`src/sv/pee_pkg.sv`:
```
// ----------------------------------------------------------------------------
// Postfix evaluator package
// Shared constants, codes, command and status types and fixed-point helpers.
// ----------------------------------------------------------------------------
package pee_pkg;

   localparam int STACK_DEPTH = 64;
   localparam int FRAC_BITS   = 24;
   localparam int DATA_W      = 64;
   localparam int PROD_W      = 2 * DATA_W;
   localparam int ADDR_W      = $clog2(STACK_DEPTH);
   localparam int CNT_W       = $clog2(STACK_DEPTH + 1);
   localparam int DCNT_W      = $clog2(PROD_W + 2);

   localparam logic [DATA_W-1:0] FX_ONE    = 64'd1 << FRAC_BITS;
   localparam logic [DATA_W-1:0] FRAC_MASK = FX_ONE - 64'd1;
   localparam logic [PROD_W-1:0] MUL_RND   = (128'd1 << FRAC_BITS) >> 1;
   localparam logic [DATA_W-1:0] S_MIN     = {1'b1, {(DATA_W-1){1'b0}}};
   localparam logic [DATA_W-1:0] S_MAX     = {1'b0, {(DATA_W-1){1'b1}}};

   localparam logic [7:0] SYM_ZERO   = 8'h30;
   localparam logic [7:0] SYM_NINE   = 8'h39;
   localparam logic [7:0] SYM_PLUS   = 8'h2B;
   localparam logic [7:0] SYM_MINUS  = 8'h2D;
   localparam logic [7:0] SYM_STAR   = 8'h2A;
   localparam logic [7:0] SYM_SLASH  = 8'h2F;
   localparam logic [7:0] SYM_DOLLAR = 8'h24;

   typedef enum logic [2:0] {
      ST_OK, ST_UNDERFLOW, ST_ILLEGAL, ST_DIV_ZERO, ST_SATURATED, ST_OVERFLOW,
      ST_FRAC_EXP
   } status_type;

   typedef enum logic [2:0] {K_ADD, K_SUB, K_MUL, K_DIV, K_POW, K_BAD} kind_type;

   typedef enum logic [4:0] {
      CMD_NONE, CMD_LOAD, CMD_PUSH, CMD_ERR, CMD_RD_B, CMD_RD_A, CMD_LATCH_A,
      CMD_ADD, CMD_SUB, CMD_MUL_AB, CMD_DIV_AB, CMD_POW_INIT, CMD_MUL_ACC,
      CMD_MUL_SQ, CMD_TAKE_MRES, CMD_TAKE_DRES, CMD_TAKE_ACC, CMD_TAKE_SQ,
      CMD_NM_SHIFT, CMD_DIV_POW, CMD_ACC_RES, CMD_WRB, CMD_RD_TOP, CMD_LATCH_TOP,
      CMD_OUT
   } cmd_op_type;

   typedef struct packed {
      cmd_op_type op;
      status_type code;
   } cmd_type;

   typedef struct packed {
      logic     hard;
      logic     digit;
      logic     full;
      logic     lt2;
      logic     cnt_zero;
      logic     last;
      kind_type kind;
      logic     b_zero;
      logic     e_frac;
      logic     mul_busy;
      logic     div_busy;
      logic     nm_zero;
      logic     nm_odd;
      logic     nm_one;
      logic     n_neg;
      logic     acc_zero;
   } stat_type;

   typedef struct packed {
      logic [DATA_W-1:0] val;
      logic              sat;
   } pack_type;

   function automatic logic [DATA_W-1:0] mag(input logic [DATA_W-1:0] x);
      mag = x[DATA_W-1] ? (64'd0 - x) : x;
   endfunction

   // Signed value from sign and 128-bit magnitude, clamped to 64 bits.
   function automatic pack_type sat_pack(input logic neg, input logic [PROD_W-1:0] q);
      pack_type p;
      logic     big;
      big = |q[PROD_W-1:DATA_W];
      if (neg) begin
         p.sat = big || (q[DATA_W-1] && (|q[DATA_W-2:0]));
         p.val = p.sat ? S_MIN : (64'd0 - q[DATA_W-1:0]);
      end else begin
         p.sat = big || q[DATA_W-1];
         p.val = p.sat ? S_MAX : q[DATA_W-1:0];
      end
      sat_pack = p;
   endfunction

endpackage

```
`src/sv/pee_ctrl.sv`:
```
// ----------------------------------------------------------------------------
// Postfix evaluator controller
// Sequences one request at a time through decode, operate and write-back.
// ----------------------------------------------------------------------------
module pee_ctrl import pee_pkg::*; (
   input  logic     clock,
   input  logic     reset,
   input  logic     req_valid,
   output logic     req_ready,
   output logic     rsp_valid,
   input  logic     rsp_ready,
   input  stat_type stat,
   output cmd_type  cmd
);

   typedef enum logic [4:0] {
      S_IDLE, S_DECODE, S_RDA, S_RDB, S_EXEC, S_MULW_R, S_MULW_ACC, S_MULW_SQ,
      S_DIVW, S_POWT, S_POWS, S_POWQ, S_POWE, S_WRB, S_FIN, S_TOPW, S_OUT
   } state_type;

   state_type state_ff, state_in;
   logic      rsp_valid_ff;
   logic      out_free;

   assign out_free = !rsp_valid_ff || rsp_ready;

   always_comb begin
      state_in = state_ff;
      cmd      = '{op: CMD_NONE, code: ST_OK};
      unique case (state_ff)
         S_IDLE: begin
            if (req_valid) begin
               cmd.op   = CMD_LOAD;
               state_in = S_DECODE;
            end
         end
         S_DECODE: begin
            state_in = S_FIN;
            if (stat.hard) begin
               cmd.op = CMD_NONE;
            end else if (stat.digit) begin
               if (stat.full) begin
                  cmd = '{op: CMD_ERR, code: ST_OVERFLOW};
               end else begin
                  cmd.op = CMD_PUSH;
               end
            end else if (stat.lt2) begin
               cmd = '{op: CMD_ERR, code: ST_UNDERFLOW};
            end else begin
               cmd.op   = CMD_RD_B;
               state_in = S_RDA;
            end
         end
         S_RDA: begin
            cmd.op   = CMD_RD_A;
            state_in = S_RDB;
         end
         S_RDB: begin
            cmd.op   = CMD_LATCH_A;
            state_in = S_EXEC;
         end
         S_EXEC: begin
            state_in = S_FIN;
            unique case (stat.kind)
               K_ADD: begin cmd.op = CMD_ADD; state_in = S_WRB; end
               K_SUB: begin cmd.op = CMD_SUB; state_in = S_WRB; end
               K_MUL: begin cmd.op = CMD_MUL_AB; state_in = S_MULW_R; end
               K_DIV: begin
                  if (stat.b_zero) begin
                     cmd = '{op: CMD_ERR, code: ST_DIV_ZERO};
                  end else begin
                     cmd.op   = CMD_DIV_AB;
                     state_in = S_DIVW;
                  end
               end
               K_POW: begin
                  if (stat.e_frac) begin
                     cmd = '{op: CMD_ERR, code: ST_FRAC_EXP};
                  end else begin
                     cmd.op   = CMD_POW_INIT;
                     state_in = S_POWT;
                  end
               end
               default: cmd = '{op: CMD_ERR, code: ST_ILLEGAL};
            endcase
         end
         S_MULW_R: begin
            if (!stat.mul_busy) begin
               cmd.op   = CMD_TAKE_MRES;
               state_in = S_WRB;
            end
         end
         S_DIVW: begin
            if (!stat.div_busy) begin
               cmd.op   = CMD_TAKE_DRES;
               state_in = S_WRB;
            end
         end
         S_POWT: begin
            priority if (stat.nm_zero) begin
               state_in = S_POWE;
            end else if (stat.nm_odd) begin
               cmd.op   = CMD_MUL_ACC;
               state_in = S_MULW_ACC;
            end else begin
               state_in = S_POWS;
            end
         end
         S_MULW_ACC: begin
            if (!stat.mul_busy) begin
               cmd.op   = CMD_TAKE_ACC;
               state_in = S_POWS;
            end
         end
         S_POWS: begin
            cmd.op   = CMD_NM_SHIFT;
            state_in = S_POWQ;
         end
         S_POWQ: begin
            if (stat.nm_zero) begin
               state_in = S_POWE;
            end else begin
               cmd.op   = CMD_MUL_SQ;
               state_in = S_MULW_SQ;
            end
         end
         S_MULW_SQ: begin
            if (!stat.mul_busy) begin
               cmd.op   = CMD_TAKE_SQ;
               state_in = S_POWT;
            end
         end
         S_POWE: begin
            priority if (stat.n_neg && stat.acc_zero) begin
               cmd      = '{op: CMD_ERR, code: ST_DIV_ZERO};
               state_in = S_FIN;
            end else if (stat.n_neg) begin
               cmd.op   = CMD_DIV_POW;
               state_in = S_DIVW;
            end else begin
               cmd.op   = CMD_ACC_RES;
               state_in = S_WRB;
            end
         end
         S_WRB: begin
            cmd.op   = CMD_WRB;
            state_in = S_FIN;
         end
         S_FIN: begin
            priority if (!stat.last) begin
               state_in = S_IDLE;
            end else if (stat.hard) begin
               state_in = S_OUT;
            end else if (stat.cnt_zero) begin
               cmd      = '{op: CMD_ERR, code: ST_UNDERFLOW};
               state_in = S_OUT;
            end else begin
               cmd.op   = CMD_RD_TOP;
               state_in = S_TOPW;
            end
         end
         S_TOPW: begin
            cmd.op   = CMD_LATCH_TOP;
            state_in = S_OUT;
         end
         S_OUT: begin
            if (out_free) begin
               cmd.op   = CMD_OUT;
               state_in = S_IDLE;
            end
         end
         default: state_in = S_IDLE;
      endcase
   end

   always_ff @(posedge clock) begin
      if (reset) begin
         state_ff     <= S_IDLE;
         rsp_valid_ff <= 1'b0;
      end else begin
         state_ff <= state_in;
         if ((state_ff == S_OUT) && out_free) begin
            rsp_valid_ff <= 1'b1;
         end else if (rsp_ready) begin
            rsp_valid_ff <= 1'b0;
         end
      end
   end

   assign req_ready = state_ff == S_IDLE;
   assign rsp_valid = rsp_valid_ff;

endmodule

```
`config.mk`:
```
export PLATFORM = sky130hd
export DESIGN_NAME = pee_ctrl
export DESIGN_NICKNAME = d
export VERILOG_FILES = /design/src/sv/pee_pkg.sv /design/src/sv/pee_ctrl.sv
export SDC_FILE = /design/constraint.sdc
export NUM_CORES = 1
export LEC_CHECK = 0
export BUFFER_PORTS_ARGS = -buffer_cell sky130_fd_sc_hd__buf_2
export CORE_AREA = 2 2 56 58
export DETAILED_ROUTE_END_ITERATION = 7
export DIE_AREA = 0 0 58 60
export PLACE_DENSITY = 0.64
export SLEW_MARGIN = 20
export SYNTH_ARGS = -nofsm -noshare
export SYNTH_HDL_FRONTEND = slang
export SYNTH_SLANG_ARGS = --single-unit
```
`constraint.sdc`:
```
create_clock -name clock -period 1.7 [get_ports clock]
set_input_delay 0.085 -clock clock [delete_from_list [all_inputs] [get_ports clock]]
set_output_delay 0.085 -clock clock [all_outputs]
set_load 0.02 [all_outputs]
```
# Yosys cells after proc, flatten, opt, wreduce, memory -nomap -nowiden
# Cells that the tools add are included.
totals:
  inputBits: 22
  ff_bits: 6
op_classes:
  reduce_logical: 10
  muxes: 54
  eq_ne: 26
op_table:
  columns: ["operator", "n"]
  rows:
  - ["5-bit case mux with 17 select lines", 2]
  - ["5-bit 2-to-1 mux", 16]
  - ["4-bit 2-to-1 mux", 13]
  - ["5-bit by 4-bit equality test with 1-bit output, second input constant", 8]
  - ["3-bit 2-to-1 mux", 8]
  - ["8-bit 2-to-1 mux", 3]
  - ["5-bit by 3-bit equality test with 1-bit output, second input constant", 4]
  - ["4-bit case mux with 5 select lines", 1]
  - ["4-bit case mux with 4 select lines", 1]
  - ["2-bit != test, second input constant", 6]
  - ["3-bit case mux with 4 select lines", 1]
  - ["5-bit by 2-bit equality test with 1-bit output, second input constant", 2]
  - ["3-bit case mux with 3 select lines", 1]
  - ["3-bit by 2-bit equality test with 1-bit output, second input constant", 2]
  - ["1-bit 2-to-1 mux", 6]
  - ["6-bit AND reduction", 1]
  - ["5-bit by 1-bit equality test with 1-bit output, second input constant", 1]
  - ["5-bit equality test, second input constant", 1]
  - ["5-bit logical NOT", 1]
  - ["2-bit 2-to-1 mux", 2]
  - ["3-bit by 1-bit equality test with 1-bit output, second input constant", 1]
  - ["3-bit equality test, second input constant", 1]
  - ["3-bit logical NOT", 1]
  - ["3-bit OR reduction", 1]
  - ["other kinds (5)", 6]

# Logic depth before layout (Yosys ltp)
# Gate-level depths: netlist (run 1).
depth:
  ltp_word: 4
  depth_mapped: 7
  mapped_depth_nobuf: 5

# Least setup slack after synthesis (run 1)
# No wires, ideal clock.
synth_timing:
  path_kind: "register -> register"
  from: "register state_ff[4]"
  to: "register state_ff[1]"
  setup_time_ns: 0.066
  required_ns: 1.634
  path_buffers: 1
  path_stages_with_launch: 7
  arrival_ns: 1.654
  synth_period_minus_slack_ns: 1.721
  setup_slack_ns: -0.021
  path_cell_list: "dfxtp_1 > buf_2 > nor3b_2 > nand2_1 > o32ai_1 > nor4_1 > nor2_1"
synth_between:
  elab_chain_len: 3
synth_rtl:
  columns: ["item", "line", "text"]
  rows:
  - ["start, declared", "pee_ctrl.sv:21", "state_type state_ff, state_in;"]
  - ["start signal, assigned", "pee_ctrl.sv:181", "state_ff <= state_in;"]
  - ["5-bit equality test (tied with other cells)", "pee_ctrl.sv:30", "unique case (state_ff)"]
  - ["2-bit != test (no line)", null, null]
  - ["6-bit AND reduction (no line)", null, null]
# Parallel ways exist; a longest one is shown, timed or not.
# A chain may end at the register's enable or synchronous reset.

==> results of run 1 <==
## worst max-delay path, cell delays in order (launching register included)
cell and delay, ns:
dfxtp_4 0.38, buf_6 0.13, or3_4 0.42, nor3_4 0.22, nand2_1 0.12, o211ai_1 0.16
or4_4 0.18, buf_6 0.11
## cell usage after synthesis, drive strengths merged (2+ instances only)
cell type  instances
a2111oi            2
a211oi             2
a21oi             10
a221oi             3
a31oi              3
and2               2
buf               10
clkbuf             3
dfxtp              6
inv                4
nand2             20
nand2b             7
nand3              5
nand4              4
nor2              18
nor2b              5
nor3               9
nor3b              4
nor4               5
o211ai             3
o21ai              9
o22ai              3
o31ai              2
o32ai              3
or2                2
or3                3
or4                2
xnor2              2
## layout make-up
type	instances	area [um2]	area share (%)
multi-input combinational	148	1240	55.6
clock buffer	3	22.5	1.01
inverter	5	18.8	0.840
tap	33	41.3	1.85
timing repair buffer	95	773	34.6
sequential	6	136	6.10
## per-stage QoR
step | hold slack [ns] | setup WS (ns)
6_report | 0.119 | -0.345
5_1_grt | 0.123 | -0.415
4_1_cts | 0.0892 | -0.202
3_5_place_dp | 0.368 | -0.142
3_3_place_gp | 0.355 | -0.138
2_1_floorplan | 0.154 | 0.0942
## state kept, by name (all words and copies together) (netlist names)
name / count
state_ff: 5
rsp_valid: 1
## logic make-up (layout without fill, tap and decap cells)
family	after synthesis	after routing	synth area share, %
simple gates	91	91	43.6
compound gates	53	53	34.0
buf+inv	18	103	8.23
flops	6	6	10.7
xor+xnor	2	2	1.56
mux	2	2	1.89
## power by group
group	internal, mW	switching [mW]	leakage (nW)	total (mW)
combinational	1.34	1.35	0.843	2.69
clock	0.0803	0.0583	0.0138	0.139
sequential	0.191	0.0730	0.0522	0.264
total	1.61	1.48	0.909	3.09
## repair_timing
item	CTS	global route
setup endpoints to repair	12	12
buffers inserted	13	9
pin swaps	15	21
gates resized for setup	60	44
## per-layer routing
metal | vias up | routed length, um | track usage, %
met5 | - | 0 | 0
met1 | 911 | 2350 | 38.0
met2 | 183 | 2970 | 56.7
met4 | 0 | 459 | 15.3
met3 | 52 | 678 | 5.84
li1 | 835 | - | -
## worst max path at each step
stage | endpoint | slack [ns]
final | cmd[5] | -0.35
after floorplan | cmd[0] | 0.09
after global routing | cmd[5] | -0.42
after CTS | cmd[5] | -0.20
after detailed placement | state_ff[0] | -0.14
after global placement | cmd[5] | -0.14
==> results_dict.tcl, run 1 <==
set metrics [dict create \
    outcome "finished, violations left" \
    violations "negative setup slack" \
    vias 1981 \
    ant_nets 0 \
    placed_cells_incl_taps 267 \
    coreArea_um2 2900 \
    grt_first_pass_wirelength_um 8460 \
    cts_hold_buf 0 \
    start_kind "flip-flop" \
    n_antenna_cell 0 \
    clock-root-buffer "clkbuf_4" \
    post-route-drc-count 0 \
    layout.cells.most_common "buf_4" \
    fin_setup_tns_ns -1.70 \
    wl_per_cell_um 22.3 \
    yosys-top-cells-area "dfxtp_1 (11%), nand2_1 (6.7%), nor2_1 (5.7%), a21oi_1 (4.4%), nor3_1 (4.0%)" \
    wl_um 6460 \
    synth.top_cell.area_share_pct 10.7 \
    fmax_mhz 489 \
    slew_viol_final 0 \
    synth_cell_types 61 \
    synth_warnings 0 \
    finalHoldViolCount 0 \
    hold_depth 2 \
    nFillCells 188 \
    cp_max_fo 6 \
    grt_max_degree 15 \
    endpoint_kind "output pin" \
    fin_cells 290 \
    portBuffers 30 \
    rrSetupSlack_ns -0.13 \
    drt_iter0_drc 199 \
    synth-edff-count 0 \
    place_area_um2 1620 \
    synthCells 172 \
    hp-class "in2reg" \
    drt_pass1_iterations 5 \
    gp_congestion 1.03 \
    htree_levels 1 \
    worst_slack_ns -0.345 \
    fin_nets 281 \
    syn-num-nets 194 \
    maxSlewHeadroom_pct 67.6 \
    period_needed_ns 2.05 \
    mostFrequentLayoutCells "buf_4 (51), buf_2 (21), buf_6 (20)" \
    io_pins 32 \
    grt_pass1_vias 1773 \
    clockBufferDepth 2 \
    rsz0062_at_grt "yes" \
    syn_area_per_cell_um2 6.54 \
    maxCapViolCount 0 \
    die_h_um 60 \
    cts_sinks 6 \
    grt_antenna_before_repair 0 \
    required_ns 1.62 \
    cts_buffers 3 \
    synth_area_um2 1120 \
    vias_per_cell 6.83 \
    min_to "state_ff[3]" \
    die-area_um2 3480 \
    p_leak_nw 0.909 \
    setup_violations 10 \
    drive_gt1_share_pct 61.9 \
    dpl.hpwl_um 3750 \
    seq_area_frac_synth_pct 10.7 \
    cts_tree "yes" \
    grt-ovfl-total 0 \
    fin_util_pct 77.0 \
    async_flop_share_pct 0 \
    clock_latency_ns 0.25 \
    syn_to_final_growth_pct 98.7 \
    rows 20 \
    crit_type "reg2out" \
    grt_util_all_layers_pct 32.3 \
    startpoint "state_ff[1]" \
    peakVddDrop_mv 0.911 \
    r2r-end "state_ff[2]" \
    synth_top_area_cell "dfxtp_1" \
    die_w_um 58 \
    fin_skew_ns 0.00528 \
    initial_core_util_pct 38.8 \
    synth_flop_cell "dfxtp_1" \
    hp-start "reset" \
    power_density_nw_per_um2 1380 \
    fin_total_pwr_mw 3.09 \
    r2r_cells 6 \
    ys_ff_latch 6 \
    critPathArrivalTime_ns 1.96 \
    tightest_slew_ns 0.481 \
    path_clk_slew_ns 0.05 \
    fin_area_um2 2230 \
    finalCritPeriodShare_pct 120 \
    regToRegStartpoint "state_ff[1]" \
]
Note: power is estimated with default switching activity, not from simulation.
==> run 2, diff against run 1 <==
PLACE_DENSITY = not set   (was 0.64)
PLACE_DENSITY_LB_ADDON = 0.12   (was not set)
SKIP_CTS_REPAIR_TIMING = 1   (was not set)
==> run 2 against run 1 <==
  * Critical endpoint unchanged
  * Final cell count decreased by 5.5%
  * Critical path type unchanged
  * Wire length shrank 24%
  * The run still ends with negative setup slack left
  * First-iteration DRC count down 51%
  * Sequential power rose by 8.0%
  * Non-clock buffer count decreased by 16
==> results_dict.tcl, run 2 (synthesis gave the netlist of run 1 again) <==
set metrics [dict create \
    outcome "finished, violations left" \
    violations "negative setup slack" \
    wl_um 4900 \
    endpoint_kind "output pin" \
    drive_gt1_share_pct 52.7 \
    layout.cells.most_common "buf_4" \
    p_leak_nw 0.768 \
    ant_nets 0 \
    vias_per_cell 6.25 \
    hp-class "in2reg" \
    htree_levels 1 \
    critPathArrivalTime_ns 1.85 \
    fmax_mhz 517 \
    syn_to_final_growth_pct 66.9 \
    power_density_nw_per_um2 1310 \
    required_ns 1.62 \
    fin_skew_ns 0.00945 \
    multi_input_area_um2 1080 \
    start_kind "flip-flop" \
    fin_total_pwr_mw 2.46 \
    post-route-drc-count 0 \
    regArea_um2 139 \
    die-area_um2 3480 \
    maxCapViolCount 0 \
    holdWs_ns 0.0849 \
    grt_pass1_vias 1497 \
    rsz0062_at_grt "yes" \
    clock_latency_ns 0.25 \
    clockBufferDepth 2 \
    clock-root-buffer "clkbuf_4" \
    setup_violations 10 \
    largest_register_ff_count 5 \
    peakVddDrop_mv 1.24 \
    largest-register "state_ff" \
    path_clk_slew_ns 0.05 \
    mostFrequentLayoutCells "buf_4 (47), buf_2 (22), nand2_1 (18)" \
    finalCritPeriodShare_pct 114 \
    grt_first_pass_wirelength_um 7190 \
    gp_congestion 0.965 \
    cts_sinks 6 \
    grt_antenna_before_repair 0 \
    cts_tree "yes" \
    period_needed_ns 1.94 \
    maxSlewHeadroom_pct 63.6 \
    nFillCells 266 \
    worst_slack_ns -0.235 \
    wl_per_cell_um 17.9 \
    cts_buffers 3 \
    portBuffers 30 \
    drt_pass1_iterations 4 \
    crit_type "reg2out" \
    vias 1712 \
    slew_viol_final 0 \
    rows 20 \
    dpl.hpwl_um 3660 \
    tightest_slew_ns 0.540 \
    initial_core_util_pct 38.8 \
    cp_max_fo 10 \
    grt-ovfl-total 0 \
    drt_iter0_drc 97 \
    die_w_um 58 \
    grt_util_all_layers_pct 27.4 \
    fin_nets 265 \
    io_pins 32 \
    grt_max_degree 16 \
    coreArea_um2 2900 \
    r2r_cells 5 \
    finalHoldViolCount 0 \
    n_antenna_cell 0 \
    die_h_um 60 \
    hold_depth 2 \
]
-- run 2: cell types whose count changed in the layout (fill, tap and decap cells not counted), sizes merged --
cell,before,now
inv,4,5
clkinv,1,0
buf,95,79
-- run 2: cell type report --
class | count | share of cell area [%]
multi-input cells | 148 | 57.5
repair buffers | 79 | 30.7
flip-flops and latches | 6 | 7.40
well taps | 33 | 2.20
clock buffers | 3 | 1.20
inverters | 5 | 1.00
-- run 2: stage by stage --
stage | setup slack [ns] | area [um2] | setup TNS (ns) | instances | util, %
final | -0.235 | 1880 | -1.27 | 274 | 64.7
after global routing | -0.290 | 1880 | -1.96 | 274 | 64.7
after CTS | -0.479 | 1610 | -3.31 | 269 | 55.4
after detailed placement | -0.221 | 1590 | -1.15 | 266 | 54.6
after global placement | -0.198 | 1590 | -1.12 | 266 | 54.6
after floorplan | 0.0942 | 1140 | 0 | 172 | -
-- run 2: final timing paths --
path	start	to	slack, ns
hold / removal	reset	state_ff[4]	0.08
setup reg to reg	state_ff[1]	state_ff[2]	-0.13
hold reg to reg	rsp_valid	rsp_valid	0.54
setup / recovery	state_ff[1]	cmd[5]	-0.24
-- run 2: layer usage --
metal | track usage (%) | routed length, um | part of all wire (%)
met1 | 36.7 | 2050 | 42
met2 | 43.2 | 2340 | 48
met3 | 3.90 | 416 | 8.5
met4 | 13.0 | 93 | 1.9
met5 | 0 | 0 | 0
-- run 2: where the power goes --
| part | switching, mW | internal, mW | total (mW) |
|---|---|---|---|
| Sequential | 0.0901 | 0.195 | 0.285 |
| Clock | 0.0587 | 0.0804 | 0.139 |
| Combinational | 1.03 | 1.01 | 2.04 |
-- run 2: worst max-delay path, cell delays in order (launching register included) --
cell	delay, ns
dfxtp_4	0.43
nand2b_4	0.16
or3_4	0.12
o21ai_0	0.07
and2_1	0.17
or4_4	0.51
buf_6	0.15
